==> config.mk <==
export PLATFORM = sky130hd
export DESIGN_NAME = opcode_pattern_scanner_top_flat
export DESIGN_NICKNAME = d
export VERILOG_FILES = /design/src/rtl/ops_pkg.sv /design/src/rtl/ops_byte_if.sv /design/src/rtl/ops_match_if.sv /design/src/rtl/ops_matcher.sv /design/src/rtl/opcode_pattern_scanner_top.sv /design/src/flat_wrapper.sv
export SDC_FILE = /design/constraint.sdc
export NUM_CORES = 1
export LEC_CHECK = 0
export ABC_AREA = 0
export BUFFER_PORTS_ARGS = -buffer_cell sky130_fd_sc_hd__buf_4
export CORE_MARGIN = 2
export CORE_UTILIZATION = 50
export CTS_BUF_LIST = sky130_fd_sc_hd__clkbuf_8
export CTS_CLUSTER_SIZE = 10
export DETAILED_ROUTE_END_ITERATION = 6
export PLACE_DENSITY = 0.7
export SLEW_MARGIN = 25
export SYNTH_ARGS = -nofsm -noshare
export SYNTH_HDL_FRONTEND = slang
export SYNTH_SLANG_ARGS = --single-unit
==> constraint.sdc <==
create_clock -name clk -period 7.1 [get_ports clk]
set_input_delay 1.065 -clock clk [delete_from_list [all_inputs] [get_ports clk]]
set_output_delay 1.065 -clock clk [all_outputs]
set_load 0.02 [all_outputs]
==> src/rtl/ops_pkg.sv <==
// Package for the opcode pattern scanner: field widths, register map, reset values
// and the fixed table of opcode byte patterns.
// No dependencies; every other file of the block refers to it by scoped names.
package ops_pkg;

	// Field widths
	localparam int BYTE_W    = 8;
	localparam int INDEX_W   = 5;
	localparam int ADDR_W    = 64;
	localparam int NUMBER_W  = 8;
	localparam int LENGTH_W  = 16;
	localparam int PADDR_W   = 5;
	localparam int PDATA_W   = 64;

	// Default window size and offsets kept clear of the scan tail
	localparam int WINDOW_BYTES_DEF = 5;
	localparam int TAIL_GUARD       = 16;

	// Register reset values
	localparam logic [ADDR_W-1:0]   BASE_RESET = '0;
	localparam logic [LENGTH_W-1:0] LEN_RESET  = 16'd400;
	localparam logic [NUMBER_W-1:0] MAX_RESET  = 8'd50;

	// Register indexes, taken from paddr[4:3]
	typedef enum logic [1:0] {
		REG_BASE_ADDRESS = 2'd0,
		REG_SCAN_LENGTH  = 2'd1,
		REG_MAX_MATCHES  = 2'd2,
		REG_UNUSED       = 2'd3
	} reg_idx_t;

	// Result of comparing one window against the table
	typedef struct packed {
		logic               hit;
		logic [INDEX_W-1:0] index;
	} match_t;

	// Pattern table
	localparam int PATTERN_COUNT = 24;
	localparam int PAT_MAX       = 5;

	typedef logic [2:0]        pat_len_t;
	typedef logic [BYTE_W-1:0] pat_row_t [PAT_MAX];

	localparam pat_len_t PAT_LEN [PATTERN_COUNT] = '{
		3'd4, 3'd4, 3'd4, 3'd4, 3'd4, 3'd4, 3'd5, 3'd5,
		3'd2, 3'd1, 3'd1, 3'd1, 3'd2, 3'd2, 3'd2, 3'd2,
		3'd2, 3'd2, 3'd2, 3'd2, 3'd2, 3'd2, 3'd2, 3'd2
	};

	localparam pat_row_t PAT_BYTES [PATTERN_COUNT] = '{
		'{8'h48, 8'h8d, 8'h04, 8'h89, 8'h00},
		'{8'h48, 8'h8d, 8'h04, 8'h49, 8'h00},
		'{8'h48, 8'h8d, 8'h04, 8'hc9, 8'h00},
		'{8'h48, 8'hc1, 8'he0, 8'h08, 8'h00},
		'{8'h48, 8'hc1, 8'he0, 8'h09, 8'h00},
		'{8'h48, 8'hc1, 8'he0, 8'h0a, 8'h00},
		'{8'hb8, 8'h00, 8'h04, 8'h00, 8'h00},
		'{8'hb8, 8'h00, 8'h05, 8'h00, 8'h00},
		'{8'h48, 8'h39, 8'h00, 8'h00, 8'h00},
		'{8'h39, 8'h00, 8'h00, 8'h00, 8'h00},
		'{8'h69, 8'h00, 8'h00, 8'h00, 8'h00},
		'{8'h6b, 8'h00, 8'h00, 8'h00, 8'h00},
		'{8'h48, 8'hf7, 8'h00, 8'h00, 8'h00},
		'{8'h0f, 8'h8c, 8'h00, 8'h00, 8'h00},
		'{8'h0f, 8'h8d, 8'h00, 8'h00, 8'h00},
		'{8'h0f, 8'h82, 8'h00, 8'h00, 8'h00},
		'{8'h0f, 8'h83, 8'h00, 8'h00, 8'h00},
		'{8'h0f, 8'h84, 8'h00, 8'h00, 8'h00},
		'{8'h0f, 8'h85, 8'h00, 8'h00, 8'h00},
		'{8'h48, 8'h01, 8'h00, 8'h00, 8'h00},
		'{8'h48, 8'h29, 8'h00, 8'h00, 8'h00},
		'{8'h48, 8'h21, 8'h00, 8'h00, 8'h00},
		'{8'h48, 8'h09, 8'h00, 8'h00, 8'h00},
		'{8'h48, 8'h31, 8'h00, 8'h00, 8'h00}
	};

endpackage

==> src/rtl/ops_byte_if.sv <==
// Channel that carries code bytes into the scanner.
// Depends on ops_pkg for the byte width.
interface ops_byte_if;
	logic                       valid;
	logic                       ready;
	logic [ops_pkg::BYTE_W-1:0] code_byte;
	logic                       first;

	modport source (output valid, output code_byte, output first, input ready);
	modport sink (input valid, input code_byte, input first, output ready);
endinterface

==> src/rtl/ops_match_if.sv <==
// Channel that carries match reports out of the scanner.
// Depends on ops_pkg for the field widths.
interface ops_match_if;
	logic                         valid;
	logic                         ready;
	logic [ops_pkg::INDEX_W-1:0]  pattern_index;
	logic [ops_pkg::ADDR_W-1:0]   match_address;
	logic [ops_pkg::NUMBER_W-1:0] match_number;

	modport source (output valid, output pattern_index, output match_address,
		output match_number, input ready);
	modport sink (input valid, input pattern_index, input match_address,
		input match_number, output ready);
endinterface

==> src/rtl/ops_matcher.sv <==
// Parallel compare of one byte window against the fixed opcode pattern table.
// Depends on ops_pkg for the table and the match_t result type.
module ops_matcher #(
	parameter int WINDOW_BYTES = ops_pkg::WINDOW_BYTES_DEF
) (
	input  logic [ops_pkg::BYTE_W*WINDOW_BYTES-1:0] window,
	output ops_pkg::match_t                         result
);

	logic [ops_pkg::BYTE_W-1:0]       win_b [ops_pkg::PAT_MAX];
	logic [ops_pkg::PATTERN_COUNT-1:0] hits;

	// Pad the window up to the longest pattern; bytes beyond it never decide a hit
	for (genvar j = 0; j < ops_pkg::PAT_MAX; j++) begin : g_pad
		if (j < WINDOW_BYTES) begin : g_byte
			assign win_b[j] = window[ops_pkg::BYTE_W*j +: ops_pkg::BYTE_W];
		end else begin : g_zero
			assign win_b[j] = '0;
		end
	end

	// Compare every pattern; a pattern longer than the window never hits
	always_comb begin
		for (int p = 0; p < ops_pkg::PATTERN_COUNT; p++) begin
			hits[p] = (int'(ops_pkg::PAT_LEN[p]) <= WINDOW_BYTES);
			for (int j = 0; j < ops_pkg::PAT_MAX; j++) begin
				if (j < int'(ops_pkg::PAT_LEN[p])) begin
					hits[p] = hits[p] & (win_b[j] == ops_pkg::PAT_BYTES[p][j]);
				end
			end
		end
	end

	// Pick the lowest matching index
	always_comb begin
		result.hit   = |hits;
		result.index = '0;
		for (int p = ops_pkg::PATTERN_COUNT - 1; p >= 0; p--) begin
			if (hits[p]) begin
				result.index = ops_pkg::INDEX_W'(p);
			end
		end
	end

endmodule

==> src/rtl/opcode_pattern_scanner_top.sv <==
// Top level of the opcode pattern scanner: APB register file, input stage,
// byte window, match check and result register. Depends on ops_pkg,
// ops_byte_if, ops_match_if and ops_matcher.

// The scanner takes one code byte per cycle on byte_stream and reports each
// opcode pattern found on match_stream, as table index, base_address plus start
// offset, and running match number of the scan. A start offset is checked
// once the byte that completes its WINDOW_BYTES window arrives, and only while
// offset + 16 < scan_length; at most max_matches reports come per scan, and
// an item with first set starts a new scan. Throughput is one item per clock
// while reports are taken: an accepted byte is held in the input register,
// where the window compare, offset check and address add run, and its report
// then goes to the result register. A report that is not taken stalls the
// input register, and with it byte_stream.ready, only once that register also
// holds a byte. Registers are to be written over APB only while the stream is
// idle; the block itself does not enforce this. base_address is at 0x00,
// scan_length at 0x08, max_matches at 0x10, all 64-bit words.
module opcode_pattern_scanner_top #(
	parameter int WINDOW_BYTES = ops_pkg::WINDOW_BYTES_DEF
) (
	input  logic                         clk,
	input  logic                         arst_n,
	ops_byte_if.sink                     byte_stream,
	ops_match_if.source                  match_stream,
	input  logic                         psel,
	input  logic                         penable,
	input  logic                         pwrite,
	input  logic [ops_pkg::PADDR_W-1:0]  paddr,
	input  logic [ops_pkg::PDATA_W-1:0]  pwdata,
	output logic [ops_pkg::PDATA_W-1:0]  prdata,
	output logic                         pready
);

	localparam int                           WIN_W = ops_pkg::BYTE_W * WINDOW_BYTES;
	localparam logic [ops_pkg::LENGTH_W-1:0] LAG   = ops_pkg::LENGTH_W'(WINDOW_BYTES - 1);
	localparam logic [ops_pkg::LENGTH_W:0]   GUARD = (ops_pkg::LENGTH_W + 1)'(ops_pkg::TAIL_GUARD);

	// Configuration registers
	logic [ops_pkg::ADDR_W-1:0]   base_q;
	logic [ops_pkg::LENGTH_W-1:0] len_q;
	logic [ops_pkg::NUMBER_W-1:0] max_q;
	ops_pkg::reg_idx_t            reg_idx;
	logic                         wr_en;

	assign pready  = 1'b1;
	assign reg_idx = ops_pkg::reg_idx_t'(paddr[4:3]);
	assign wr_en   = psel & penable & pwrite;

	// Take a register write in the access cycle
	always_ff @(posedge clk or negedge arst_n) begin
		if (!arst_n) begin
			base_q <= ops_pkg::BASE_RESET;
			len_q  <= ops_pkg::LEN_RESET;
			max_q  <= ops_pkg::MAX_RESET;
		end else if (wr_en) begin
			unique case (reg_idx)
				ops_pkg::REG_BASE_ADDRESS: base_q <= pwdata;
				ops_pkg::REG_SCAN_LENGTH:  len_q  <= pwdata[ops_pkg::LENGTH_W-1:0];
				ops_pkg::REG_MAX_MATCHES:  max_q  <= pwdata[ops_pkg::NUMBER_W-1:0];
				ops_pkg::REG_UNUSED:       ;
			endcase
		end
	end

	// Read back the addressed register
	always_comb begin
		unique case (reg_idx)
			ops_pkg::REG_BASE_ADDRESS: prdata = base_q;
			ops_pkg::REG_SCAN_LENGTH:  prdata = ops_pkg::PDATA_W'(len_q);
			ops_pkg::REG_MAX_MATCHES:  prdata = ops_pkg::PDATA_W'(max_q);
			ops_pkg::REG_UNUSED:       prdata = '0;
		endcase
	end

	// Input register and handshake
	logic                       valid_s1;
	logic [ops_pkg::BYTE_W-1:0] code_s1;
	logic                       first_s1;
	logic                       out_valid_q;
	logic                       advance;
	logic                       take;

	assign advance           = valid_s1 & (~out_valid_q | match_stream.ready);
	assign byte_stream.ready = ~valid_s1 | advance;
	assign take              = byte_stream.valid & byte_stream.ready;

	always_ff @(posedge clk or negedge arst_n) begin
		if (!arst_n) begin
			valid_s1 <= 1'b0;
		end else if (byte_stream.ready) begin
			valid_s1 <= byte_stream.valid;
		end
	end

	// Hold the accepted byte
	always_ff @(posedge clk) begin
		if (take) begin
			code_s1  <= byte_stream.code_byte;
			first_s1 <= byte_stream.first;
		end
	end

	// Scan state, cleared by an item with first set
	logic [ops_pkg::LENGTH_W-1:0] pos_q;
	logic [ops_pkg::NUMBER_W-1:0] count_q;
	logic [ops_pkg::LENGTH_W-1:0] pos_eff;
	logic [ops_pkg::NUMBER_W-1:0] count_eff;
	logic [WIN_W-1:0]             window;

	assign pos_eff   = first_s1 ? '0 : pos_q;
	assign count_eff = first_s1 ? '0 : count_q;

	// Older bytes of the window, oldest in the low byte
	if (WINDOW_BYTES > 1) begin : g_hist
		logic [WIN_W-ops_pkg::BYTE_W-1:0] hist_q;

		assign window = {code_s1, (first_s1 ? '0 : hist_q)};

		always_ff @(posedge clk or negedge arst_n) begin
			if (!arst_n) begin
				hist_q <= '0;
			end else if (advance) begin
				hist_q <= window[WIN_W-1:ops_pkg::BYTE_W];
			end
		end
	end else begin : g_nohist
		assign window = code_s1;
	end

	// Compare the window against the table
	ops_pkg::match_t match;

	ops_matcher #(
		.WINDOW_BYTES(WINDOW_BYTES)
	) u_matcher (
		.window(window),
		.result(match)
	);

	// Settle the start offset and decide on a report
	logic [ops_pkg::LENGTH_W-1:0] offset;
	logic                         settled;
	logic                         report;

	assign offset  = pos_eff - LAG;
	assign settled = (pos_eff >= LAG) &&
		(({1'b0, offset} + GUARD) < {1'b0, len_q});
	assign report  = settled & match.hit & (count_eff < max_q);

	// Advance position (saturating) and match count
	always_ff @(posedge clk or negedge arst_n) begin
		if (!arst_n) begin
			pos_q   <= '0;
			count_q <= '0;
		end else if (advance) begin
			pos_q   <= (pos_eff == '1) ? pos_eff : pos_eff + 1'b1;
			count_q <= report ? count_eff + 1'b1 : count_eff;
		end
	end

	// Result register
	logic [ops_pkg::INDEX_W-1:0]  index_q;
	logic [ops_pkg::ADDR_W-1:0]   addr_q;
	logic [ops_pkg::NUMBER_W-1:0] number_q;

	always_ff @(posedge clk or negedge arst_n) begin
		if (!arst_n) begin
			out_valid_q <= 1'b0;
		end else if (advance) begin
			out_valid_q <= report;
		end else if (match_stream.ready) begin
			out_valid_q <= 1'b0;
		end
	end

	// Load the report payload
	always_ff @(posedge clk) begin
		if (advance & report) begin
			index_q  <= match.index;
			addr_q   <= base_q + ops_pkg::ADDR_W'(offset);
			number_q <= count_eff + 1'b1;
		end
	end

	assign match_stream.valid         = out_valid_q;
	assign match_stream.pattern_index = index_q;
	assign match_stream.match_address = addr_q;
	assign match_stream.match_number  = number_q;

endmodule

==> src/flat_wrapper.sv <==
// flat-port wrapper written by rule: the top's interface ports become plain ports
module opcode_pattern_scanner_top_flat 
#(
	parameter int WINDOW_BYTES = ops_pkg::WINDOW_BYTES_DEF
)
  (clk, arst_n, psel, penable, pwrite, paddr, pwdata, prdata, pready, byte_stream_valid, byte_stream_code_byte, byte_stream_first, byte_stream_ready, match_stream_valid, match_stream_pattern_index, match_stream_match_address, match_stream_match_number, match_stream_ready);
  ops_byte_if byte_stream_i ();
  ops_match_if match_stream_i ();
  input  logic clk;
  input  logic arst_n;
  input  logic psel;
  input  logic penable;
  input  logic pwrite;
  input  logic [ops_pkg::PADDR_W-1:0] paddr;
  input  logic [ops_pkg::PDATA_W-1:0] pwdata;
  output logic [ops_pkg::PDATA_W-1:0] prdata;
  output logic pready;
  input wire logic [$bits(byte_stream_i.valid)-1:0] byte_stream_valid;
  input wire logic [$bits(byte_stream_i.code_byte)-1:0] byte_stream_code_byte;
  input wire logic [$bits(byte_stream_i.first)-1:0] byte_stream_first;
  output wire logic [$bits(byte_stream_i.ready)-1:0] byte_stream_ready;
  output wire logic [$bits(match_stream_i.valid)-1:0] match_stream_valid;
  output wire logic [$bits(match_stream_i.pattern_index)-1:0] match_stream_pattern_index;
  output wire logic [$bits(match_stream_i.match_address)-1:0] match_stream_match_address;
  output wire logic [$bits(match_stream_i.match_number)-1:0] match_stream_match_number;
  input wire logic [$bits(match_stream_i.ready)-1:0] match_stream_ready;
  assign byte_stream_i.valid = byte_stream_valid;
  assign byte_stream_i.code_byte = byte_stream_code_byte;
  assign byte_stream_i.first = byte_stream_first;
  assign byte_stream_ready = byte_stream_i.ready;
  assign match_stream_valid = match_stream_i.valid;
  assign match_stream_pattern_index = match_stream_i.pattern_index;
  assign match_stream_match_address = match_stream_i.match_address;
  assign match_stream_match_number = match_stream_i.match_number;
  assign match_stream_i.ready = match_stream_ready;
  opcode_pattern_scanner_top #(.WINDOW_BYTES(WINDOW_BYTES)) u_core (.clk(clk), .arst_n(arst_n), .byte_stream(byte_stream_i), .match_stream(match_stream_i), .psel(psel), .penable(penable), .pwrite(pwrite), .paddr(paddr), .pwdata(pwdata), .prdata(prdata), .pready(pready));
endmodule
# Yosys cells after proc, flatten, opt, wreduce, memory -nomap -nowiden
# Index checks and enable logic that the tools add are counted.
dict set report word_totals {
  inputBits 85
  register_bits 232
  output_inout_bits 144
  word_cells 144
}
dict set report op_classes {
  addsub 5
  n_reduce_logical 14
  bitwise 41
  mux 31
  n_eq_ne 33
  n_lt_le_gt_ge 3
}
# op n
set op_table {}
lappend op_table {{$pmux W64 S4} 1}
lappend op_table {{$eq A8 B8 Y1 const B} 12}
lappend op_table {{$add A64 B16 Y64} 1}
lappend op_table {{$eq A8 B4 Y1 const B} 5}
lappend op_table {{$eq A8 B6 Y1 const B} 5}
lappend op_table {{$mux W5} 8}
lappend op_table {{$and A1 B1 Y1} 37}
lappend op_table {{$eq A8 B7 Y1 const B} 4}
lappend op_table {{$mux W16} 2}
lappend op_table {{$mux W32} 1}
lappend op_table {{$mux W4} 8}
lappend op_table {{$logic_not A8 Y1} 3}
lappend op_table {{$reduce_or A24 Y1} 1}
lappend op_table {{$add A16 B5 Y17 const B} 1}
lappend op_table {{$lt A17 B16 Y1} 1}
lappend op_table {{$add A16 B1 Y16 const B} 1}
lappend op_table {{$eq A16 B16 Y1 const B} 1}
lappend op_table {{$eq A8 B3 Y1 const B} 2}
lappend op_table {{$ge A16 B3 Y1 const B} 1}
lappend op_table {{$mux W8} 2}
lappend op_table {{$reduce_or A16 Y1} 1}
lappend op_table {{$sub A16 B3 Y16 const B} 1}
lappend op_table {{$mux W3} 4}
lappend op_table {{$add A8 B1 Y8 const B} 1}
lappend op_table {{15 further kinds} 23}

# Longest topological paths before layout
dict set report logic_depth {
  depth_word 26
  ltp_mapped 23
  ltp_nobuf 20
}

# Hierarchy
# Synthesis repeated with hierarchy kept, for this count alone.
dict set report unflattened {
  hier_cells 1276
  area_unflattened_um2 13246.5
}
# mod instances cells_per_inst seq_area_each_um2 area_per_inst_um2
set modules_own_cells {}
lappend modules_own_cells {opcode_pattern_scanner_top 1 1186 6243.5 12610.8}
lappend modules_own_cells {ops_matcher 1 90 0.0 635.6}

# Worst setup path after synthesis
# Ideal clock, no wire load.
dict set report synth_path {
  kind {register -> register}
  start {register u_core.first_s1}
  end {register u_core.addr_q (netlist bit u_core.match_stream.match_address[0]), enable pin}
  setup_time_ns 0.398
  arrival_ns 5.086
  path_stages_with_launch 23
  t_required_ns 6.702
  path_slack_ns 1.616
  period_less_slack_ns 5.484
  n_path_buf 3
  path_cell_list {edfxtp_1 buf_2 clkinv_1 clkbuf_1 buf_1 nand2_1 ha_1 clkinv_1 xnor2_1 ha_1 inv_1 a31oi_1 nand4_4 nor2_1 and3_1 xor2_1 ha_1 a21oi_1 o21ai_0 a31oi_1 o41a_1 nand3_4 inv_2}
}
dict set report synth_between {
  elab_chain_len 10
  word_cells_on_any_way 74
  classes_between {2 x add/sub; 3 x order compare; 29 x eq/ne; 3 x mux; 33 x bitwise; 4 x reduce/logical}
}
# item line
set synth_rtl {}
lappend synth_rtl {{start: declaration} opcode_pattern_scanner_top.sv:78} ;# logic first_s1;
lappend synth_rtl {{start signal: assignment} opcode_pattern_scanner_top.sv:99} ;# first_s1 <= byte_stream.first;
lappend synth_rtl {{branches (longest 8 deep; another with $add A16 B5 Y17)} -}
lappend synth_rtl {{$and A1 B1 Y1 *} opcode_pattern_scanner_top.sv:148} ;# assign report = settled & match.hit & (count_eff < max_q);
lappend synth_rtl {{$and A1 B1 Y1 *} opcode_pattern_scanner_top.sv:178} ;# if (advance & report) begin
lappend synth_rtl {{end signal: assignment} opcode_pattern_scanner_top.sv:180} ;# addr_q <= base_q + ops_pkg::ADDR_W'(offset);
lappend synth_rtl {{end: declaration} opcode_pattern_scanner_top.sv:163} ;# logic [ops_pkg::ADDR_W-1:0] addr_q;
# Mark *: on every way between the ends.
# A chain may end at the register's enable or synchronous reset.

# Worst setup path after layout
dict set report layout_path {
  start {register u_core.first_s1}
  end {register u_core.addr_q (netlist bit u_core.match_stream.match_address[39]), enable pin}
}
# Same word-level chain as after synthesis.

==> impl_metrics.py <==
metrics = {
    "global_routing": {
        "grt.overflow.total": 0,
        "antenna_found_initial": 0,
        "grt_pass1_vias": 9710,
        "track_usage": 0.251,
        "grt_pass1_wl_mm": 53.1,
        "grt_max_degree": 91,
    },
    "cts": {
        "clockRootBuffer": "clkbuf_8",
        "cts_hold_buf": 0,
        "cts_setup_buffers": 0,
        "clock_latency_ns": 0.54,
        "cts_tree": "yes",
        "cts.sinks": 232,
        "numCtsBuffers": 41,
        "max-clock-path-buffers": 3,
        "clk_pin_slew_ns": 0.06,
        "cts-htree-levels": 2,
        "cts_resized": 0,
    },
    "sta": {
        "hold_viol": 0,
        "min_period_ns": 5.84,
        "worst_pin_slew_ns": 0.978,
        "report.final.setup_viol": 0,
        "fin_setup_tns_ns": 0,
        "rsz0062_at_grt": "no",
        "relSlewSlack": 0.343,
        "finClkSkew_ns": 0.0243,
        "drv_slew": 0,
        "layout_worst_path_cycle_share": 0.822,
        "max_freq_mhz": 171,
    },
    "logic_synthesis": {
        "syn_avg_cell_area_um2": 10.3,
        "synth_ff_type": "dfrtp_1",
        "synthesis.area_um2": 12900,
        "synth_top_area_frac": 0.272,
        "async_flop_share": 0.629,
        "synthCells": 1250,
        "ys_ff_latch": 232,
        "synth.area.top_cells": "dfrtp_1 27%, edfxtp_1 20%, mux2_2 6.5%, ha_1 4.4%, nand2_1 4.0%",
        "syn_nets": 1381,
        "synth.distinct_cells": 78,
        "yosysSeqAreaShare": 0.486,
        "yosys.area.top_type": "dfrtp_1",
        "synth-edff-count": 86,
        "yosys_warnings": 0,
    },
    "detailed_routing": {
        "wl_per_cell_um": 18.7,
        "ant_nets": 0,
        "drc_errors": 0,
        "drtPass1Iterations": 5,
        "vias": 10200,
        "drt-vias-per-instance": 5.60,
        "wl_mm": 34.1,
        "drtIter0Drc": 766,
    },
    "power": {
        "powerDensity_nw_per_um2": 271,
        "switching_power_w": 0.00144,
        "p_int_w": 0.00279,
        "seqPwrFrac": 0.420,
        "combPwrFrac": 0.302,
        "p_sw_frac": 0.341,
        "ir_drop_mv": 0.158,
        "power_frac_clock": 0.278,
        "p_leak_nw": 6.76,
    },
    "final_layout": {
        "fin_nets": 1597,
        "fill_cells": 2126,
        "diodes": 0,
        "stdcell_count": 1828,
        "drive_gt1_frac": 0.260,
        "area_growth_pct": 21.3,
        "finish.instance_area_um2": 15600,
    },
    "critical_path": {
        "startpoint_type": "flip-flop",
        "r2r_setup_slack_ns": 1.26,
        "critPathRequiredTime_ns": 7.30,
        "crit_path_end_kind": "flip-flop",
        "critical_path_arrival_ns": 6.04,
        "path_class": "flip-flop to flip-flop",
        "cp_max_fo": 43,
    },
    "floorplanning": {
        "dieArea_um2": 27000,
        "boundaryPins": 229,
        "dieWidth_um": 164,
        "coreArea_um2": 25200,
        "row_count": 58,
        "fp.dieH_um": 164,
        "start_util": 0.511,
    },
    "min_path": {
        "hold_class": "flip-flop to flip-flop",
    },
    "placement": {
        "place_area_um2": 14800,
        "placed_cells": 1753,
        "dp.final_hpwl_mm": 24.7,
        "io_buffers": 224,
        "gp_congestion": 0.875,
    },
    "run": {
        "cap_violations": 0,
    },
    "outcome": {
        "status": "completed",
    },
}
## layer usage
layer  wire, um  global-route usage  share of wire
met3       2320              0.0422          0.068
met1      14900               0.344           0.44
met5          0                   0              0
met4        626              0.0618          0.018
met2      16200               0.416           0.48
## power groups by stage
stage	Clock (W)	Combinational [W]	Sequential (W)
after CTS	0.00120	0.00127	0.00177
after global routing	0.00126	0.00142	0.00180
after global placement	0	0.00124	0.00179
after detailed placement	0	0.00127	0.00180
final	0.00118	0.00128	0.00178
after floorplan	0	0.000935	0.00173
## kinds of logic after synthesis
| kind of cell | synth area share |
|---|---|
| XOR/XNOR | 0.0620 |
| AND/OR/NAND/NOR | 0.197 |
| flip-flops | 0.486 |
| buffers and inverters | 0.0369 |
| other | 0.000292 |
| multiplexers | 0.0788 |
| AO/OA/AOI/OAI | 0.0944 |
| adder cells (fa/ha/maj) | 0.0453 |
## critical path: stages, from the launching register on
cell	delay, ns
edfxtp_1	0.36
clkinv_1	0.19
nand2_1	0.18
ha_1	0.44
clkinv_1	0.35
xnor2_1	0.42
ha_1	0.24
inv_1	0.04
a31oi_1	0.35
nand4_4	0.17
nor2_1	0.20
and3_1	0.19
xor2_1	0.16
ha_1	0.26
a21oi_1	0.14
o21ai_0	0.11
a31oi_1	0.26
o41a_1	0.42
nand3_4	0.11
clkinv_2	0.55
buf_12	0.33
## state kept, by name, indices dropped and copies added (netlist names), 5 cells and up
name and cells:
u_core.match_stream.match_number 8, u_core.max_q 8, u_core.match_stream.pattern_index 5, u_core.g_hist.hist_q 32, u_core.len_q 16, u_core.count_q 8
u_core.code_s1 8, u_core.match_stream.match_address 64, u_core.pos_q 16, u_core.base_q 64
## cell type report
| type | count | area, um2 | share of cell area |
|---|---|---|---|
| timing repair buffer | 236 | 1790 | 0.115 |
| sequential | 232 | 6240 | 0.400 |
| multi-input combinational | 897 | 6160 | 0.395 |
| clock inverter | 29 | 145 | 0.00930 |
| inverter | 58 | 219 | 0.0140 |
| clock buffer | 46 | 633 | 0.0406 |
| tap | 330 | 413 | 0.0265 |
## metrics by stage
stage	utilization	power [W]	setup slack [ns]	hold slack [ns]
final	0.619	0.00423	1.26	0.500
after global routing	0.619	0.00448	0.751	0.527
after CTS	0.619	0.00425	1.24	0.504
after detailed placement	0.589	0.00306	1.35	0.486
after global placement	0.589	0.00303	1.49	0.470
after floorplan	-	0.00266	1.62	0.453
## placed cells by master (no fill, tap or decap), types with 51 or more instances in the layout
cell / count
nand2_1: 138
edfxtp_1: 86
dfrtp_1: 140
mux2_2: 74
and2_1: 51
xnor2_1: 55
buf_4: 234
o21ai_0: 78
inv_1: 73
nor2_1: 63
## cells in the mapped netlist (17+ instances only)
cell type,count
a21oi_1,25
and2_1,51
clkbuf_1,48
dfrtp_1,140
edfxtp_1,86
ha_1,45
inv_1,55
mux2_2,74
mux2i_1,18
nand2_1,138
nand3_1,47
nand4_1,31
nor2_1,64
nor2b_1,17
nor3_1,29
o21ai_0,78
xnor2_1,55
xor2_1,36
## path summary, 6_finish.rpt
path	endpoint	cells after the start	from
max	u_core.match_stream.match_address[39]	20	u_core.first_s1
min	u_core.count_q[7]	2	u_core.count_q[7]
max reg2reg	u_core.match_stream.match_address[39]	20	u_core.first_s1
min reg2reg	u_core.count_q[7]	2	u_core.count_q[7]
max in group asynchronous	u_core.base_q[22]	2	arst_n
min in group asynchronous	u_core.base_q[52]	1	arst_n
(Power assumes the default switching activity.)
